[src/sv/grouped_relay_button_panel_core_assert.svh]
// Assertion macros for the grouped relay button panel core.
`ifndef GROUPED_RELAY_BUTTON_PANEL_CORE_ASSERT_SVH
`define GROUPED_RELAY_BUTTON_PANEL_CORE_ASSERT_SVH

// same-cycle implication, checked outside reset
`define GRBP_ASSERT_NOW(lbl, ante, cons, msg) \
	lbl: assert property (@(posedge clk) disable iff (!arst_n) (ante) |-> (cons)) \
		else $error(msg);

// next-cycle implication, checked outside reset
`define GRBP_ASSERT_NEXT(lbl, ante, cons, msg) \
	lbl: assert property (@(posedge clk) disable iff (!arst_n) (ante) |=> (cons)) \
		else $error(msg);

`endif

[src/sv/grbp_pkg.sv]
// Shared types and constants of the grouped relay button panel.
package grbp_pkg;

	typedef logic [1:0] mode_t;
	typedef logic [1:0] event_t;

	localparam mode_t MODE_STARTUP = 2'd0;
	localparam mode_t MODE_NORMAL  = 2'd1;
	localparam mode_t MODE_PROG    = 2'd2;

	localparam event_t EV_NONE  = 2'd0;
	localparam event_t EV_SHORT = 2'd1;
	localparam event_t EV_LONG  = 2'd2;

	localparam logic CFG_LONG_PRESS = 1'b0;
	localparam logic CFG_FILL_MASK  = 1'b1;

	localparam logic [7:0] PB_KEEP    = 8'hCF;
	localparam logic [7:0] PB_RAW_HI  = 8'h20;
	localparam logic [7:0] PB_RAW_LO  = 8'h10;
	localparam int         MASTER_IDX = 6;

	localparam logic [7:0] TIMER_MAX        = 8'hFF;
	localparam logic [7:0] LONG_PRESS_RESET = 8'd31;
	localparam logic [7:0] FILL_MASK_RESET  = 8'd192;

	localparam logic [3:0] FLASH_ON_LIMIT = 4'd5;
	localparam logic [3:0] FLASH_WRAP     = 4'd9;
	localparam logic [3:0] FLASH_STEP     = 4'h1;

	localparam int GRP_W         = 3;
	localparam int GROUP_CODES_W = 18;

	// control from the mode logic to the group table
	typedef struct packed {
		logic rebuild; // rebuild masks from the current group table
		logic bump;    // step the group of every edge button
	} grp_ctrl_t;

endpackage

[src/sv/grbp_master.sv]
// Master button short/long press timer.
module grbp_master (
	input  logic                clk,
	input  logic                arst_n,
	input  logic                step,
	input  logic                master_edge,
	input  logic                master_level,
	input  logic [7:0]          long_press_ticks,
	output grbp_pkg::event_t    ev
);
	import grbp_pkg::*;

	logic [7:0] timer_q;
	logic       running_q;
	logic       active_q;
	logic [7:0] timer_d;
	logic [7:0] timer_inc;
	logic       running_d;
	logic       active_d;

	always_comb begin
		timer_inc = (running_q && timer_q != TIMER_MAX) ? timer_q + 8'd1 : timer_q;
		timer_d   = timer_inc;
		running_d = running_q;
		active_d  = active_q;
		ev        = EV_NONE;
		if (master_edge) begin
			// timer restarts without clearing
			running_d = 1'b1;
			active_d  = 1'b1;
			ev        = EV_SHORT;
		end else if (running_q && timer_inc >= long_press_ticks) begin
			running_d = 1'b0;
			active_d  = 1'b0;
			timer_d   = '0;
			ev        = EV_LONG;
		end else if (active_q && !master_level) begin
			running_d = 1'b0;
			active_d  = 1'b0;
			timer_d   = '0;
			ev        = EV_SHORT;
		end
	end

	always_ff @(posedge clk or negedge arst_n) begin
		if (!arst_n) begin
			timer_q   <= '0;
			running_q <= 1'b0;
			active_q  <= 1'b0;
		end else if (step) begin
			timer_q   <= timer_d;
			running_q <= running_d;
			active_q  <= active_d;
		end
	end

endmodule

[src/sv/grbp_groups.sv]
// Button-to-group table, group masks and relay toggle selection.
module grbp_groups #(
	parameter int NUM_BUTTONS = 6
) (
	input  logic                               clk,
	input  logic                               arst_n,
	input  grbp_pkg::grp_ctrl_t                ctrl,
	input  logic [NUM_BUTTONS-1:0]             edges,
	input  logic [NUM_BUTTONS-1:0]             relay_base,
	output logic [NUM_BUTTONS-1:0]             toggle,
	output logic [grbp_pkg::GROUP_CODES_W-1:0] codes
);
	import grbp_pkg::*;

	logic [GRP_W-1:0]       group_q [NUM_BUTTONS];
	logic [GRP_W-1:0]       group_d [NUM_BUTTONS];
	logic [NUM_BUTTONS-1:0] mask_q  [NUM_BUTTONS];
	logic [NUM_BUTTONS-1:0] mask_new[NUM_BUTTONS];
	logic [NUM_BUTTONS-1:0] sel     [NUM_BUTTONS];

	// mask of each button's group, decoded AND-OR select
	always_comb begin
		for (int i = 0; i < NUM_BUTTONS; i++) begin
			sel[i] = '0;
			for (int m = 0; m < NUM_BUTTONS; m++)
				if (group_q[i] == GRP_W'(m))
					sel[i] = sel[i] | mask_q[m];
		end
	end

	always_comb begin
		toggle = '0;
		for (int i = 0; i < NUM_BUTTONS; i++)
			if (edges[i])
				toggle = toggle | (sel[i] ^ relay_base);
	end

	always_comb begin
		for (int m = 0; m < NUM_BUTTONS; m++)
			for (int b = 0; b < NUM_BUTTONS; b++)
				mask_new[m][b] = (group_q[b] == GRP_W'(m));
	end

	always_comb begin
		for (int i = 0; i < NUM_BUTTONS; i++) begin
			group_d[i] = group_q[i];
			if (ctrl.bump && edges[i])
				group_d[i] = (group_q[i] == GRP_W'(NUM_BUTTONS - 1)) ?
					'0 : group_q[i] + GRP_W'(1);
		end
	end

	always_ff @(posedge clk or negedge arst_n) begin
		if (!arst_n) begin
			for (int i = 0; i < NUM_BUTTONS; i++) begin
				group_q[i] <= GRP_W'(i);
				mask_q[i]  <= NUM_BUTTONS'(1) << i;
			end
		end else begin
			for (int i = 0; i < NUM_BUTTONS; i++) begin
				group_q[i] <= group_d[i];
				if (ctrl.rebuild)
					mask_q[i] <= mask_new[i];
			end
		end
	end

	// codes after this transaction; groups past bit 17 drop off
	for (genvar i = 0; i < NUM_BUTTONS; i++) begin : g_codes
		if (GRP_W * i + GRP_W <= GROUP_CODES_W) begin : g_fit
			assign codes[GRP_W*i +: GRP_W] = group_d[i];
		end
	end
	if (GRP_W * NUM_BUTTONS < GROUP_CODES_W) begin : g_pad
		assign codes[GROUP_CODES_W-1:GRP_W*NUM_BUTTONS] = '0;
	end

endmodule

[src/sv/grouped_relay_button_panel_core.sv]
// Top level of the grouped relay button panel core.
//
// One transaction per periodic tick: the raw button byte goes into an input
// register, the mode, relay, group and press-timer logic runs combinationally
// behind it, and the result lands in an output register. A new tick is taken
// every clock cycle while the result side keeps up. result_valid rises once the
// tick has moved from the input register into the result register, which a
// stalled result can hold back. The input stalls only while the input register
// holds a tick and the result register holds a result that is stalled.
// Configuration registers (long press length, relay fill mask) take effect on
// the next tick and should only be written while no tick is in flight.
module grouped_relay_button_panel_core #(
	parameter int NUM_BUTTONS = 6
) (
	input  logic                               clk,
	input  logic                               arst_n,
	input  logic                               cfg_we,
	input  logic                               cfg_index,
	input  logic [7:0]                         cfg_data,
	input  logic                               button_valid,
	output logic                               button_stall,
	input  logic [7:0]                         button_byte,
	output logic                               result_valid,
	input  logic                               result_stall,
	output logic [7:0]                         relay_port,
	output logic                               relay_written,
	output grbp_pkg::mode_t                    panel_mode,
	output grbp_pkg::event_t                   master_event,
	output logic                               fade_start,
	output logic                               fade_stop,
	output logic                               master_light,
	output logic [grbp_pkg::GROUP_CODES_W-1:0] group_codes
);
	import grbp_pkg::*;

	logic [7:0] long_press_q;
	logic [7:0] fill_mask_q;

	logic       valid_s1;
	logic [7:0] button_byte_s1;
	logic       advance;

	logic [7:0]             last_q;
	mode_t                  mode_q;
	logic [NUM_BUTTONS-1:0] relay_q;
	logic [3:0]             flash_q;

	logic [7:0]             pb;
	logic [7:0]             edges;
	event_t                 ev;
	grp_ctrl_t              grp_ctrl;
	logic [NUM_BUTTONS-1:0] relay_base;
	logic [NUM_BUTTONS-1:0] toggle;
	logic [GROUP_CODES_W-1:0] codes;

	mode_t                  mode_d;
	logic [NUM_BUTTONS-1:0] relay_d;
	logic [3:0]             flash_d;
	logic                   written;
	logic                   light;
	logic                   fs;
	logic                   fe;

	logic                     result_valid_q;
	logic [7:0]               relay_port_s2;
	logic                     relay_written_s2;
	mode_t                    panel_mode_s2;
	event_t                   master_event_s2;
	logic                     fade_start_s2;
	logic                     fade_stop_s2;
	logic                     master_light_s2;
	logic [GROUP_CODES_W-1:0] group_codes_s2;

	always_ff @(posedge clk or negedge arst_n) begin
		if (!arst_n) begin
			long_press_q <= LONG_PRESS_RESET;
			fill_mask_q  <= FILL_MASK_RESET;
		end else if (cfg_we) begin
			case (cfg_index)
				CFG_LONG_PRESS: long_press_q <= cfg_data;
				CFG_FILL_MASK:  fill_mask_q  <= cfg_data;
				default: ;
			endcase
		end
	end

	// tick moves into the result register when that slot is free or draining
	assign advance      = valid_s1 && (!result_valid_q || !result_stall);
	assign button_stall = valid_s1 && !advance;

	always_ff @(posedge clk or negedge arst_n) begin
		if (!arst_n) begin
			valid_s1 <= 1'b0;
		end else if (button_valid && !button_stall) begin
			valid_s1 <= 1'b1;
		end else if (advance) begin
			valid_s1 <= 1'b0;
		end
	end

	always_ff @(posedge clk) begin
		if (button_valid && !button_stall)
			button_byte_s1 <= button_byte;
	end

	// raw bits 4 and 5 trade places, bit 6 is the master
	assign pb    = (button_byte_s1 & PB_KEEP) | ((button_byte_s1 & PB_RAW_HI) >> 1) |
		((button_byte_s1 & PB_RAW_LO) << 1);
	assign edges = pb & ~last_q;

	grbp_master u_master (
		.clk              (clk),
		.arst_n           (arst_n),
		.step             (advance),
		.master_edge      (edges[MASTER_IDX]),
		.master_level     (pb[MASTER_IDX]),
		.long_press_ticks (long_press_q),
		.ev               (ev)
	);

	// any master event clears relays before the edge toggles are applied
	assign relay_base       = (ev != EV_NONE) ? '0 : relay_q;
	assign grp_ctrl.rebuild = advance && mode_q == MODE_PROG && ev != EV_NONE;
	assign grp_ctrl.bump    = advance && mode_q == MODE_PROG;

	grbp_groups #(
		.NUM_BUTTONS (NUM_BUTTONS)
	) u_groups (
		.clk        (clk),
		.arst_n     (arst_n),
		.ctrl       (grp_ctrl),
		.edges      (edges[NUM_BUTTONS-1:0]),
		.relay_base (relay_base),
		.toggle     (toggle),
		.codes      (codes)
	);

	always_comb begin
		mode_d  = mode_q;
		relay_d = relay_q;
		flash_d = flash_q;
		written = 1'b0;
		light   = 1'b1;
		fs      = 1'b0;
		fe      = 1'b0;
		case (mode_q)
			MODE_NORMAL: begin
				if (ev != EV_NONE) begin
					relay_d = '0;
					written = 1'b1;
				end
				if (ev == EV_LONG)
					mode_d = MODE_PROG;
				if (edges != '0) begin
					relay_d = toggle;
					written = 1'b1;
				end
				// relay state only changes here, so relay_q is the previous value
				fs = (relay_d != '0) && (relay_q == '0);
				fe = (relay_d == '0) && (relay_q != '0);
			end
			MODE_PROG: begin
				light   = flash_q < FLASH_ON_LIMIT;
				flash_d = ((flash_q > FLASH_WRAP) ? 4'd0 : flash_q) + FLASH_STEP;
				if (ev != EV_NONE) begin
					mode_d = MODE_NORMAL;
					light  = 1'b1;
				end
			end
			default: begin
				mode_d = MODE_NORMAL;
			end
		endcase
	end

	always_ff @(posedge clk or negedge arst_n) begin
		if (!arst_n) begin
			last_q  <= '0;
			mode_q  <= MODE_STARTUP;
			relay_q <= '0;
			flash_q <= '0;
		end else if (advance) begin
			last_q  <= pb;
			mode_q  <= mode_d;
			relay_q <= relay_d;
			flash_q <= flash_d;
		end
	end

	always_ff @(posedge clk or negedge arst_n) begin
		if (!arst_n) begin
			result_valid_q <= 1'b0;
		end else if (advance) begin
			result_valid_q <= 1'b1;
		end else if (!result_stall) begin
			result_valid_q <= 1'b0;
		end
	end

	always_ff @(posedge clk) begin
		if (advance) begin
			relay_port_s2    <= 8'(relay_d) | fill_mask_q;
			relay_written_s2 <= written;
			panel_mode_s2    <= mode_d;
			master_event_s2  <= ev;
			fade_start_s2    <= fs;
			fade_stop_s2     <= fe;
			master_light_s2  <= light;
			group_codes_s2   <= codes;
		end
	end

	assign result_valid  = result_valid_q;
	assign relay_port    = relay_port_s2;
	assign relay_written = relay_written_s2;
	assign panel_mode    = panel_mode_s2;
	assign master_event  = master_event_s2;
	assign fade_start    = fade_start_s2;
	assign fade_stop     = fade_stop_s2;
	assign master_light  = master_light_s2;
	assign group_codes   = group_codes_s2;

`include "grouped_relay_button_panel_core_assert.svh"

	`GRBP_ASSERT_NOW(a_stall_needs_item, button_stall, valid_s1,
		"input stalled with empty input register")
	`GRBP_ASSERT_NEXT(a_advance_gives_result, advance, result_valid_q,
		"processed transaction did not reach the result register")
	`GRBP_ASSERT_NOW(a_fade_exclusive, result_valid_q, !(fade_start_s2 && fade_stop_s2),
		"fade start and stop in the same transaction")
	`GRBP_ASSERT_NOW(a_fade_normal_only, result_valid_q && (fade_start_s2 || fade_stop_s2),
		relay_written_s2, "fade flag without a relay write")

endmodule

[config.mk]
export PLATFORM = sky130hd
export DESIGN_NAME = grouped_relay_button_panel_core
export DESIGN_NICKNAME = d
export VERILOG_FILES = /design/src/sv/grbp_pkg.sv /design/src/sv/grbp_master.sv /design/src/sv/grbp_groups.sv /design/src/sv/grouped_relay_button_panel_core.sv
export VERILOG_INCLUDE_DIRS = /design/src /design/src/sv
export SDC_FILE = /design/constraint.sdc
export NUM_CORES = 1
export LEC_CHECK = 0
export ABC_CLOCK_PERIOD_IN_PS = 3820
export BUFFER_PORTS_ARGS = -buffer_cell sky130_fd_sc_hd__buf_2
export CAP_MARGIN = 0
export CORE_UTILIZATION = 55
export DETAILED_ROUTE_END_ITERATION = 7
export GPL_TIMING_DRIVEN = 0
export PLACE_DENSITY = 0.77
export SLEW_MARGIN = 15
export SYNTH_ARGS = -nofsm -noshare
export SYNTH_HDL_FRONTEND = slang
export SYNTH_SLANG_ARGS = --single-unit
[constraint.sdc]
create_clock -name clk -period 3.82 [get_ports clk]
set_input_delay 0.764 -clock clk [delete_from_list [all_inputs] [get_ports clk]]
set_output_delay 0.764 -clock clk [all_outputs]
set_load 0.005 [all_outputs]
==> Word level (Yosys, flattened, before mapping) <==
Cells that the tools add are included.
{ "op_classes": {"addsub": 8, "order_cmp": 3, "eq_ne": 35, "muxes": 78, "n_bitwise": 48, "reduce_logical": 41} }
{ "ops": {"columns": ["op", "n"], "rows": [
  ["$mux W6", 46],
  ["$or A6 B6 Y6", 35],
  ["$eq A3 B2 Y1 const B", 12],
  ["$eq A3 B3 Y1 const B", 12],
  ["$mux W3", 12],
  ["$xor A6 B6 Y6", 6],
  ["$mux W8", 4],
  ["$add A3 B1 Y3 const B", 6],
  ["$eq A3 B1 Y1 const B", 6],
  ["$logic_not A3 Y1", 6],
  ["$logic_and A1 B1 Y1", 16],
  ["$logic_not A6 Y1", 2],
  ["$reduce_bool A6 Y1", 2],
  ["$mux W1", 10],
  ["$add A8 B1 Y8 const B", 1],
  ["$and A8 B8 Y8", 1],
  ["$ge A8 B8 Y1", 1],
  ["$mux W2", 4],
  ["$ne A8 B8 Y1 const B", 1],
  ["$not A8 Y8", 1],
  ["$or A6 B8 Y8", 1],
  ["$or A8 B5 Y8", 1],
  ["$or A8 B6 Y8", 1],
  ["$reduce_and A2 Y1", 4],
  ["other kinds (15)", 22]
]} }
{ "totals": {"reg_bits": 143, "input_bits": 22, "out_inout_bits": 36} }

==> Longest topological paths before layout <==
{ "depth": {"depth_word": 28, "depth_mapped": 19, "mapped_depth_nobuf": 17} }

==> By module <==
From an unflattened synthesis, not the netlist that was laid out.
{ "unflattened": {"hier_cells": 812, "hier_area_um2": 8703.3} }
{ "by_module_without_submodules": {"columns": ["module", "n_inst", "cells_per_inst", "area_each_um2"], "rows": [
  ["grbp_groups", 1, 520, 4649.5],
  ["grouped_relay_button_panel_core", 1, 192, 3173.0],
  ["grbp_master", 1, 100, 880.8]
]} }

==> Worst setup path after synthesis <==
No wires, ideal clock.
{ "synth_path": {"path_type": "reg-to-reg", "from": "register u_master.timer_q[0]", "to": "register fade_start_s2 (netlist: fade_start), data pin", "setup_time_ns": 0.277, "t_arrival_ns": 3.922, "setup_slack_ns": -0.379, "path_stages_with_launch": 19, "cell_sequence": "dfrtp_1 ha_1 nand4_1 inv_1 a41oi_1 nand4_1 nor2_1 nand3_1 xnor2_1 ha_1 a21o_1 o22a_1 a211oi_1 buf_2 nand2_2 xor2_1 o22ai_1 nor4_1 a31oi_1"} }
{ "synth_via": {"elab_chain_len": 25, "word_cells_on_any_way": 31, "classes_between": "add/sub (1); order compare (1); eq/ne (1); mux (12); bitwise (11); reduce/logical (5)"} }
{ "synth_lines": {"columns": ["element", "line", "source"], "rows": [
  ["from (decl)", "grbp_master.sv:13", "logic [7:0] timer_q;"],
  ["from (signal assigned)", "grbp_master.sv:51", "timer_q <= timer_d;"],
  ["parallel branches: the longest is 2 deep, another holds $add A8 B1 Y8", null, null],
  ["$mux W8 *", "grbp_master.sv:22", "timer_inc = (running_q && timer_q != TIMER_MAX) ? timer_q + 8'd1 : timer_q;"],
  ["$ge A8 B8 Y1 *", "grbp_master.sv:32", "end else if (running_q && timer_inc >= long_press_ticks) begin"],
  ["$logic_and A1 B1 Y1 *", "grbp_master.sv:32", null],
  ["$mux W2 *", "grbp_master.sv:32", null],
  ["$mux W2 *", "grbp_master.sv:27", "if (master_edge) begin"],
  ["$reduce_bool A2 Y1 *", "grouped_relay_button_panel_core.sv:122, grouped_relay_button_panel_core.sv:148", null],
  ["$mux W6 *", "grouped_relay_button_panel_core.sv:122, grouped_relay_button_panel_core.sv:148", null],
  ["[... 8 more ...]", null, null],
  ["$or A6 B6 Y6", "grbp_groups.sv:35", "toggle = toggle | (sel[i] ^ relay_base);"],
  ["$mux W6", "grbp_groups.sv:34", "if (edges[i])"],
  ["$or A6 B6 Y6", "grbp_groups.sv:35", null],
  ["$mux W6", "grbp_groups.sv:34", null],
  ["$mux W6 *", "grouped_relay_button_panel_core.sv:154", "if (edges != '0) begin"],
  ["$mux W6 *", "grouped_relay_button_panel_core.sv:146", "case (mode_q)"],
  ["$reduce_bool A6 Y1 *", "grouped_relay_button_panel_core.sv:159", "fs = (relay_d != '0) && (relay_q == '0);"],
  ["$logic_and A1 B1 Y1 *", "grouped_relay_button_panel_core.sv:159", null],
  ["to (signal assigned)", "grouped_relay_button_panel_core.sv:206", "fade_start_s2 <= fs;"],
  ["to (decl)", "grouped_relay_button_panel_core.sv:69", "logic fade_start_s2;"]
]} }
Mark *: on every way between the ends. The select of a mux whose other input is x is not followed.
A chain may end at the register's enable or synchronous reset.

==> Final worst setup path <==
Ends and elaborated chain as after synthesis.

==> summary.md <==
| Metric | Value |
|---|---|
| Fraction of layout cells with a size suffix above 1 | 25.7% |
| Post-synthesis net count | 849 |
| Number of flops mapped to enable cells by yosys | 42 |
| Worst setup margin | -0.168 ns |
| TritonCTS clock tree | yes |
| Min cycle time layout | 3.99 ns |
| Routed len/inst | 22.9 µm |
| Clock Skew | 0.0120 ns |
| Period utilisation layout | 104% |
| First-pass iteration count of the detailed router | 8 |
| Synth-to-layout area growth | 19.0% |
| Site Rows | 44 |
| Floorplan core area | 14600 µm² |
| Final max-slew violation count | 0 |
| Buffer type at the clock tree root | sky130_fd_sc_hd__clkbuf_16 |
| Cell area after technology mapping | 8320 µm² |
| Critical Path Sink Type | flop |
| Violations in the final reports | DRC, setup timing |
| Share of synthesized area occupied by flip-flops and latches | 45.8% |
| I/O Pins | 58 |
| Async set-or-reset flop fraction in the synthesized netlist | 70.6% |
| Synthesis warning total | 0 |
| Overall track demand over capacity in global routing | 33.4% |
| Number of nets at the end of the flow | 947 |
| Post-synthesis sequential element count | 143 |
| Cell taking the most area after synthesis | sky130_fd_sc_hd__dfrtp_1 |
| Congestion Overflow GR | 0 |
| CTS HTree Levels | 4 |
| Via count of the first global-routing pass | 6999 |
| Startpoint of the most critical setup path | u_master.timer_q[0] |
| Largest fanout on the critical path | 7 |
| Overall power | 6.08 mW |
| Final non-filler cell total | 1104 |
| Starting density of the core | 56.8% |
| Total negative slack for setup checks | -0.582 ns |
| Max IR drop VDD | 0.398 mV |
| Final setup violation count | 5 |
| Leak | 3.99 nW |
| Data required time at the worst endpoint | 3.96 ns |
| Detail-routed via count per cell | 6.59 |
| Number of buffers on the longest clock path | 2 |
| Hold violation count in the final report | 0 |
| Number of clock sinks | 143 |
| Power per cell area | 615 nW/µm² |
| Type of the setup path with the least slack | flop to flop |
| Diodes inserted | 0 |
| Final routed wirelength across all metal layers | 25.3 mm |
| Die outline area | 15600 µm² |
| Pin count of the biggest net entering global routing | 71 |
| Relative slew slack | 36.1% |
| R2R Path Start | u_master.timer_q[0] |
| Yosys top cell area share | 24.4% |
| Number of max-cap violations | 0 |
| Post-detail-place hpwl | 17.1 mm |
| Placer Congestion | 1.01 |
| Main area contributors after synthesis | sky130_fd_sc_hd__dfrtp_1, sky130_fd_sc_hd__edfxtp_1, sky130_fd_sc_hd__mux2_2 |
| Violation count after the first detailed-route iteration | 889 |
| RSZ-0062 raised after global routing | true |
| Count of mapped cells out of synthesis | 809 |
| Most common cell after layout, fill and taps aside | sky130_fd_sc_hd__nand2_1 |
| Count of unique library cells instantiated by Yosys | 72 |
| Post-detailed-route count of antenna-violating nets | 0 |
| Clock network latency to the later pin of the worst-skew pair | 0.43 ns |
| Number of input and output port buffers inserted | 57 |
| Cell Count Post-Placement | 1052 |
| Transition time at the pin with the least slew margin | 0.934 ns |
| Most used flip-flop cell after synthesis | sky130_fd_sc_hd__dfrtp_1 |
| Global-route wire length before repair | 39.6 mm |
| Die Span Y | 125 µm |
| CTS clock-pin slew for the worst setup and hold paths | 0.06 ns |
| Run status | finished with violations |
| Width of the chip | 125 µm |
| Initial antenna violation count | 0 |
| F_max | 0.251 GHz |
| Worst hold path type | input port to asynchronous set/reset pin |
| Most used cells in the layout excluding fill and tap cells | sky130_fd_sc_hd__nand2_1, sky130_fd_sc_hd__dfrtp_1, sky130_fd_sc_hd__buf_2 |
| CP Launch Type | flop |
| Routed via count | 7272 |
| Clock buffers created by TritonCTS | 17 |
| Cts hold-fix bufs | 0 |
| Fill cell total of the finished layout | 1128 |
| Mean Syn Cell Area | 10.3 µm² |
| Post-detailed-route DRC marker count | 6 |
| Data arrival time of the critical path | 4.13 ns |
## metrics by stage
step                utilization (%)  hold WS [ns]  area (µm²)  setup slack (ns)
finish                         67.6         0.220        9890            -0.168
global route                   67.6         0.228        9890            -0.360
CTS                            66.5         0.220        9730           -0.0628
detailed placement             60.9         0.477        8910            -0.872
global placement               60.5         0.473        8860            -0.778
floorplan                         -         0.452        8340            0.0185
## worst paths after layout
path	end	slack [ns]	cells past startpoint
min in group clk	last_q[5]	0.49	2
worst min register to register	last_q[5]	0.49	2
max in group asynchronous	long_press_q[2]	2.90	2
worst max-delay path	fade_start	-0.17	18
worst min-delay path	u_groups.mask_q[4]	0.22	1
worst max register to register	fade_start	-0.17	18
## where the power goes
part | total, mW | leakage (nW) | switching, mW | internal [mW]
logic | 2.30 | 2.05 | 1.31 | 0.992
registers | 2.16 | 1.66 | 0.287 | 1.87
clock network | 1.63 | 0.271 | 0.663 | 0.966
## state kept, by name, indices dropped and copies added, names as in the netlist, 2 cells and up
signal            flops
u_groups.mask_q      36
mode_q                2
relay_q               6
relay_port            8
fill_mask_q           8
master_event          2
panel_mode            2
button_byte_s1        8
group_codes          18
u_master.timer_q      8
u_groups.group_q     18
long_press_q          8
flash_q               4
last_q                8
## worst max-delay path, cell delays in order (launching register included)
cell	delay [ns]
sky130_fd_sc_hd__dfrtp_1	0.39
sky130_fd_sc_hd__ha_2	0.18
sky130_fd_sc_hd__nand4_1	0.09
sky130_fd_sc_hd__inv_2	0.06
sky130_fd_sc_hd__a41oi_4	0.13
sky130_fd_sc_hd__nand4_1	0.18
sky130_fd_sc_hd__nor2_2	0.19
sky130_fd_sc_hd__nand3_2	0.12
sky130_fd_sc_hd__xnor2_2	0.15
sky130_fd_sc_hd__ha_1	0.31
sky130_fd_sc_hd__a21o_1	0.21
sky130_fd_sc_hd__o22a_1	0.17
sky130_fd_sc_hd__a211oi_2	0.28
sky130_fd_sc_hd__buf_6	0.19
sky130_fd_sc_hd__nand2_8	0.11
sky130_fd_sc_hd__xnor2_4	0.22
sky130_fd_sc_hd__o22ai_2	0.13
sky130_fd_sc_hd__nor4_4	0.43
sky130_fd_sc_hd__a31oi_1	0.16
## Yosys cell counts, types with 5 or more instances
| cell type | n |
|---|---|
| sky130_fd_sc_hd__a211oi_1 | 8 |
| sky130_fd_sc_hd__a21oi_1 | 22 |
| sky130_fd_sc_hd__a221o_1 | 6 |
| sky130_fd_sc_hd__a221oi_1 | 11 |
| sky130_fd_sc_hd__a222oi_1 | 7 |
| sky130_fd_sc_hd__a22oi_1 | 9 |
| sky130_fd_sc_hd__a31oi_1 | 8 |
| sky130_fd_sc_hd__a32o_1 | 12 |
| sky130_fd_sc_hd__and2_1 | 12 |
| sky130_fd_sc_hd__and3b_1 | 7 |
| sky130_fd_sc_hd__buf_1 | 5 |
| sky130_fd_sc_hd__buf_2 | 11 |
| sky130_fd_sc_hd__clkbuf_1 | 34 |
| sky130_fd_sc_hd__dfrtp_1 | 81 |
| sky130_fd_sc_hd__dfstp_2 | 20 |
| sky130_fd_sc_hd__edfxtp_1 | 42 |
| sky130_fd_sc_hd__ha_1 | 18 |
| sky130_fd_sc_hd__inv_1 | 29 |
| sky130_fd_sc_hd__mux2_2 | 48 |
| sky130_fd_sc_hd__mux2i_1 | 29 |
| sky130_fd_sc_hd__nand2_1 | 110 |
| sky130_fd_sc_hd__nand2b_1 | 13 |
| sky130_fd_sc_hd__nand3_1 | 14 |
| sky130_fd_sc_hd__nand3b_1 | 12 |
| sky130_fd_sc_hd__nor2_1 | 35 |
| sky130_fd_sc_hd__nor2b_1 | 17 |
| sky130_fd_sc_hd__nor3b_1 | 12 |
| sky130_fd_sc_hd__o211ai_1 | 10 |
| sky130_fd_sc_hd__o21ai_0 | 41 |
| sky130_fd_sc_hd__o21bai_1 | 5 |
| sky130_fd_sc_hd__o22ai_1 | 13 |
| sky130_fd_sc_hd__o31ai_1 | 12 |
| sky130_fd_sc_hd__o41ai_1 | 9 |
| sky130_fd_sc_hd__xnor2_1 | 14 |
| sky130_fd_sc_hd__xor2_1 | 5 |
## kinds of logic after synthesis
family          share of synthesized area [%]
compound gates                           18.3
xor+xnor                                 2.00
fa+ha+maj                                2.71
buf+inv                                  3.96
flops                                    45.8
mux                                      11.7
simple gates                             15.4
## cell type report
cell class / instances / area, µm² / share of cell area (%)
multi-input cells: 584 / 4390 / 44.4
flip-flops and latches: 143 / 3810 / 38.5
repair buffers: 79 / 497 / 5.02
clock buffers: 20 / 437 / 4.41
plain buffers: 51 / 273 / 2.76
well taps: 184 / 230 / 2.33
clock inverters: 12 / 136 / 1.38
inverters: 31 / 116 / 1.18
## timing repair
item                                    in CTS  in global routing
cloned                                       0                  0
pin swaps                                   21                 28
buffers inserted                            15                  6
gates resized for setup                     31                 39
endpoints found under the hold margin        0                  0
endpoints found under the setup margin      51                 52
## per-layer routing
metal	global-route usage [%]	share of wire, %
met4	16.8	5.0
met5	0	0
met2	48.3	43
met1	47.7	42
met3	6.93	9.9
Note: power is estimated with default switching activity, not from simulation.
